[src/rtl/acne_pkg.sv]
// acne_pkg: payload structs, mode codes and fixed-point widths for the
// affine codebook nearest-center encoder. No dependencies.
`default_nettype none
package acne_pkg;

  typedef enum logic [1:0] {
    MODE_LOAD_SHAPE = 2'd0,
    MODE_LOAD_GROUP = 2'd1,
    MODE_ENCODE     = 2'd2,
    MODE_NONE       = 2'd3
  } mode_t;

  typedef struct packed {
    logic [1:0]   mode;
    logic [3:0]   group;
    logic [7:0]   center_index;
    logic signed [15:0] coord_x;
    logic signed [15:0] coord_y;
    logic signed [15:0] gain_00;
    logic signed [15:0] gain_01;
    logic signed [15:0] gain_10;
    logic signed [15:0] gain_11;
  } in_item_t;

  typedef struct packed {
    logic [7:0]  best_label;
    logic [32:0] best_distance;
  } out_item_t;

  localparam int unsigned CountW = 9;
  localparam int unsigned DistW  = 33;

  function automatic logic signed [15:0] sat_round(input logic signed [37:0] acc);
    logic signed [17:0] q;
    q = acc[37:20];
    if (q > 18'sd32767) return 16'sh7fff;
    if (q < -18'sd32768) return 16'sh8000;
    return q[15:0];
  endfunction

endpackage
`default_nettype wire

[src/rtl/acne_datapath.sv]
// acne_datapath: pipelined center forming, distance and arg-min.
// Depends on acne_pkg. One shape point per cycle, valid travels with data.
`default_nettype none
module acne_datapath
  import acne_pkg::*;
#(
  parameter int unsigned LW = 8
) (
  input  wire logic               clk,
  input  wire logic               rst_n,
  input  wire logic               s_vld,
  input  wire logic               s_first,
  input  wire logic               s_last,
  input  wire logic [LW-1:0]      s_idx,
  input  wire logic signed [15:0] z0,
  input  wire logic signed [15:0] z1,
  input  wire logic signed [15:0] mx,
  input  wire logic signed [15:0] my,
  input  wire logic signed [15:0] g00,
  input  wire logic signed [15:0] g01,
  input  wire logic signed [15:0] g10,
  input  wire logic signed [15:0] g11,
  input  wire logic signed [15:0] px,
  input  wire logic signed [15:0] py,
  output      logic               done,
  output      logic [LW-1:0]      best_idx,
  output      logic [DistW-1:0]   best_dist
);
  // stage 1: products
  logic v1_r, f1_r, l1_r;
  logic [LW-1:0] i1_r;
  logic signed [31:0] p00_r, p01_r, p10_r, p11_r;
  logic signed [15:0] mx1_r, my1_r;
  // stage 2: center
  logic v2_r, f2_r, l2_r;
  logic [LW-1:0] i2_r;
  logic signed [15:0] cx2_r, cy2_r;
  // stage 3: squares
  logic v3_r, f3_r, l3_r;
  logic [LW-1:0] i3_r;
  logic [33:0] sx3_r, sy3_r;
  // stage 4: arg-min
  logic [LW-1:0] bi_r;
  logic [DistW-1:0] bd_r;
  logic done_r;

  logic signed [37:0] ax, ay;
  logic signed [16:0] dx, dy;
  logic [DistW-1:0] d;
  logic take;

  assign ax = (38'(mx1_r) <<< 20) + 38'(p00_r) + 38'(p01_r) + 38'sd524288;
  assign ay = (38'(my1_r) <<< 20) + 38'(p10_r) + 38'(p11_r) + 38'sd524288;
  assign dx = 17'(px) - 17'(cx2_r);
  assign dy = 17'(py) - 17'(cy2_r);
  assign d = DistW'(sx3_r + sy3_r);
  assign take = f3_r || (d < bd_r);

  always_ff @(posedge clk) begin
    if (!rst_n) begin
      v1_r <= 1'b0; v2_r <= 1'b0; v3_r <= 1'b0; done_r <= 1'b0;
    end else begin
      v1_r <= s_vld; v2_r <= v1_r; v3_r <= v2_r;
      done_r <= v3_r && l3_r;
    end
    f1_r <= s_first; l1_r <= s_last; i1_r <= s_idx;
    p00_r <= g00 * z0; p01_r <= g01 * z1;
    p10_r <= g10 * z0; p11_r <= g11 * z1;
    mx1_r <= mx; my1_r <= my;
    f2_r <= f1_r; l2_r <= l1_r; i2_r <= i1_r;
    cx2_r <= sat_round(ax); cy2_r <= sat_round(ay);
    f3_r <= f2_r; l3_r <= l2_r; i3_r <= i2_r;
    sx3_r <= 34'(dx * dx); sy3_r <= 34'(dy * dy);
    if (v3_r && take) begin
      bd_r <= d; bi_r <= i3_r;
    end
  end

  assign done = done_r;
  assign best_idx = bi_r;
  assign best_dist = bd_r;
endmodule
`default_nettype wire

[config.mk]
export PLATFORM = sky130hd
export DESIGN_NAME = acne_datapath
export DESIGN_NICKNAME = d
export VERILOG_FILES = /design/src/rtl/acne_pkg.sv /design/src/rtl/acne_datapath.sv
export SDC_FILE = /design/constraint.sdc
export NUM_CORES = 2
export LEC_CHECK = 0
export BUFFER_PORTS_ARGS = -buffer_cell sky130_fd_sc_hd__clkbuf_2
export CAP_MARGIN = 20
export CELL_PAD_IN_SITES_DETAIL_PLACEMENT = 1
export CELL_PAD_IN_SITES_GLOBAL_PLACEMENT = 1
export CORE_MARGIN = 4
export CORE_UTILIZATION = 51
export DETAILED_ROUTE_END_ITERATION = 6
export GPL_TIMING_DRIVEN = 0
export PLACE_DENSITY_LB_ADDON = 0.08
export SLEW_MARGIN = 40
export SYNTH_ARGS = -nofsm -noshare
export SYNTH_HDL_FRONTEND = slang
export SYNTH_SLANG_ARGS = --single-unit
[constraint.sdc]
create_clock -name clk -period 11.6 [get_ports clk]
set_clock_uncertainty 0.1 [all_clocks]
set_input_delay 2.32 -clock clk [delete_from_list [all_inputs] [get_ports clk]]
set_output_delay 2.32 -clock clk [all_outputs]
set_load 0.01 [all_outputs]
# After elaboration in Yosys (flattened, before gate mapping)
# Index checks and enable logic that the tools add are counted.
# word_totals
regBits	333
inputBits	173
out_inout_bits	42
word_cells	62
# op_classes
addsub	9
mul	6
n_lt_le_gt_ge	5
muxes	14
n_reduce_logical	3
# op_table
cell	count
16-bit by 16-bit multiplier with 32-bit output	4
16-bit two-way mux	8
37-bit by 32-bit adder with 38-bit output	2
38-bit by 21-bit adder with 38-bit output (second input constant)	2
36-bit by 32-bit adder with 37-bit output	2
17-bit by 17-bit multiplier with 33-bit output	2
18-bit by 16-bit > comparator with 1-bit output (second input constant)	2
18-bit by 16-bit < comparator with 1-bit output (second input constant)	2
16-bit by 16-bit subtractor with 17-bit output	2
33-bit adder	1
33-bit < comparator	1
1-bit two-way mux	6
1-bit logical AND	2
1-bit logical OR	1

# Depth between registers and ports, before layout
# depth
depth_word	8
mapped_depth	39
mapped_depth_nobuf	38

# Worst setup path after synthesis
# Ideal clock, no wire load.
# synth_path
path_type	input -> register
startpoint	in py[0]
endpoint	reg sy3_r[32]
setup_time_ns	0.072
arrival_time_ns	10.560
path_slack_ns	0.868
cell_stages	37
cell_sequence	inv_1 ha_1 inv_1 fa_1 a21o_1 a21oi_1 nor2b_1 o21ai_1 a211o_1 a31oi_1 a21o_1 a21oi_1 nor2b_1 o31a_1 inv_2 buf_2 nand2_1 fa_1 inv_1 fa_1 fa_1 fa_1 fa_1 inv_1 fa_1 inv_1 ha_1 a21o_1 a21o_1 a221oi_1 o21a_1 a31oi_1 a41o_1 o41a_1 a21o_1 a21oi_1 xnor2_1
# synth_between
elab_chain_len	2
# synth_rtl
element	line_no	text
start: declaration	acne_datapath.sv:24	input wire logic signed [15:0] py,
16-bit by 16-bit subtractor with 17-bit output	acne_datapath.sv:55	assign dy = 17'(py) - 17'(cy2_r);
17-bit by 17-bit multiplier with 33-bit output	acne_datapath.sv:73	sx3_r <= 34'(dx * dx); sy3_r <= 34'(dy * dy);
end signal: assignment	acne_datapath.sv:73	
end: declaration	acne_datapath.sv:41	logic [33:0] sx3_r, sy3_r;
# No other way between the ends.
# A chain may end at the register's enable or synchronous reset.

# Final worst setup path
# Same ends and word-level chain as after synthesis.

==> impl_results.md <==
- Status: finished, final reports clean
- Mean post-synth cell area: 9.505 um2
- CP required: 12.02 ns
- Routed WL per cell: between 20 and 25 um
- CTS Buf Count: 39
- Critical Setup Path Class: input port to register
- Nets: a little over 10000
- Vias in the first global route: 60140
- Drt drc: 0
- Cells after Synth: 7509
- Fin. Hold Viols: 0
- Clock Tree Root: clkbuf_16
- GPL Wtd Cong: between 0.9 and 1
- Latest clock arrival within the worst-skew pair: slightly above 0.6 ns
- Slew Limit Headroom: 0.3905
- Family with the most delay on the worst path: adder cells
- Multi-input combinational cell area: 56710 um2
- Yosys top cell area share: 0.4516
- Tcrit/Tclk final: 0.9650
- Input/output buffers: 214
- CP max-delay cell: fa_2
- Largest net degree at the start of global routing: 39
- Pre-Repair DR Iteration Count: 5
- Synth area leader: fa_1
- First-pass GRT wire length: 331000 um
- Post-synthesis register bit count: 331
- Core area: ~140000 um2
- Final ANT Viol Nets: 0
- CTS sink cnt: around 330
- Die height: 382.1 um
- H-tree lvl count: 2
- Async S/R FF share, synth: 0
- EDFF count, synth: between 40 and 50
- Filler Cells Inserted: 16000
- DP HPWL: around 180000 um
- Final setup viols: 0
- Max Cap Violations: 0
- Post-route core utilization: 0.5487
- Reg area: 7037 um2
- CTS tree: yes
- Initial core utilization: 0.5128
- Hold crit path type: register to register
- Die W: 382.1 um
- Vias per cell: ~5.3
- Crit path buf inv count: 8
- Number of distinct library cells after synthesis: 87
- Number of cell rows: 137
- Initial antenna violation count: 11
- Clock transition at path regs: 0.08 ns
- Pre-CTS WS: -0.5451 ns
- Post-synth top cells: inv_1 (1834), fa_1 (1610), nand2_1 (826)
- Sequential-to-total area share from yosys stat: 0.09859
- WP data arrival: 11.62 ns
- Max incr delay on CP: between 0.7 and 0.8 ns
- Share of cells above drive strength 1: 0.04797
- All-Layer GR Usage: 0.2925
- Area growth, synth to finish: 7.000%
- Post-synth top flop: dfxtp_1
- GRT overflow: 0
- DR iter-0 viols: 2465
- Synth warn: 0
- Max-slew violation count: 0
- Crit. End Element: register
- Clock buffer depth: 3
- Vias: 50960
- Top cell by count, worst path: fa_1
- Slew @ Worst Pin: 0.9143 ns
- Post-Synthesis Cell Area: 71370 um2
- Top Ports: between 200 and 250
- Synth area leaders: fa_1 (45%), ha_1 (12%), inv_1 (9.6%)
- Area of the die: 146000 um2
- Max Fanout on Critical Path: 11
- Top-count cell post-synth: inv_1
- Final worst slack: slightly above 0.4 ns
- Maximum clock rate: 89.33 MHz
- CP startpoint kind: input port
- Final WL: approximately 210000 um
- Fin Setup TNS: 0 ns
- Syn_nets: around 10000
- Minimum clock period: 11.19 ns
[layer usage]
metal | part of all wire | global-route usage
met1 | 0.40 | 0.3559
met2 | 0.52 | 0.5353
met3 | 0.043 | 0.03565
met4 | 0.042 | 0.1009
met5 | 0.00021 | 0
[cells by family (layout without fill, tap and decap cells)]
| group | after synthesis | after routing | synth area share |
|---|---|---|---|
| adders and majority gates | 2297 | 2297 | 0.5720 |
| xor gates and xnor gates | 301 | 301 | 0.03694 |
| DFF | 331 | 331 | 0.09859 |
| other | 0 | 7 | 0 |
| muxes | 1 | 1 | 0.0001578 |
| AOI/OAI and AO/OA | 660 | 660 | 0.06206 |
| buffers and inverters | 2068 | 2355 | 0.1090 |
| and+or+nand+nor | 1851 | 1851 | 0.1212 |
[final timing paths]
kind,from,end,slack (ns),cells after the start
max,py[0],sy3_r[32],0.41,38
min,i2_r[5],i3_r[5],0.22,0
max reg2reg,cy2_r[1],sy3_r[32],1.88,32
min reg2reg,i2_r[5],i3_r[5],0.22,0
[sequential cells by signal (all words and copies together), names as in the netlist, 16 cells and up]
name,count
best_dist,33
my1_r,16
mx1_r,16
p10_r,32
sx3_r,32
p11_r,32
sy3_r,32
cx2_r,16
p01_r,32
p00_r,32
cy2_r,16
[worst register-to-register path: cells and delay by family (launching register included)]
kind / cells / cell delay, ns
AO/OA/AOI/OAI: 12 / 2.93
XOR/XNOR: 2 / 0.57
adder cells (fa/ha/maj): 8 / 3.51
buffers and inverters: 5 / 0.94
flip-flops: 1 / 0.33
AND/OR/NAND/NOR: 5 / 1.28
[stage by stage]
step	std cells	cell area (um2)	hold WS, ns
floorplan	7509	71370	0.2096
global placement	9599	74790	0.2103
detailed placement	9600	74910	0.2132
CTS	9671	76270	0.2150
global route	9672	76350	0.2311
finish	9679	76370	0.2187
[cell usage in the layout, fill, tap and decap left out, types with 41 or more instances in the layout]
master,count
nor2_1,317
xnor2_1,219
a21o_1,122
clkbuf_1,208
o21ai_0,77
and2_1,416
fa_1,1607
inv_1,1834
nand2b_1,90
xor2_1,72
clkbuf_16,41
ha_1,683
o21a_1,53
a21oi_1,193
edfxtp_1,41
dfxtp_1,290
clkbuf_2,223
nor2b_1,44
nand2_1,826
[cell type report]
type                       instances  share of cell area
tap                             1876             0.03074
antenna                            7           0.0002294
clock inverter                    18            0.002474
sequential                       331             0.09214
clock buffer                      53             0.01534
multi-input combinational       5110              0.7426
buffer                           222             0.01134
inverter                        1846             0.09073
timing repair buffer             216             0.01443
[what timing repair did]
action,4_1_cts,5_1_grt
gates resized for setup,0,8
buffers inserted,0,0
endpoints found under the setup margin,0,8
hold buffers,0,0
Power is left out: the tool's default activity adds up to more than one toggle a clock period on the data nets, which glitch-free logic cannot reach.
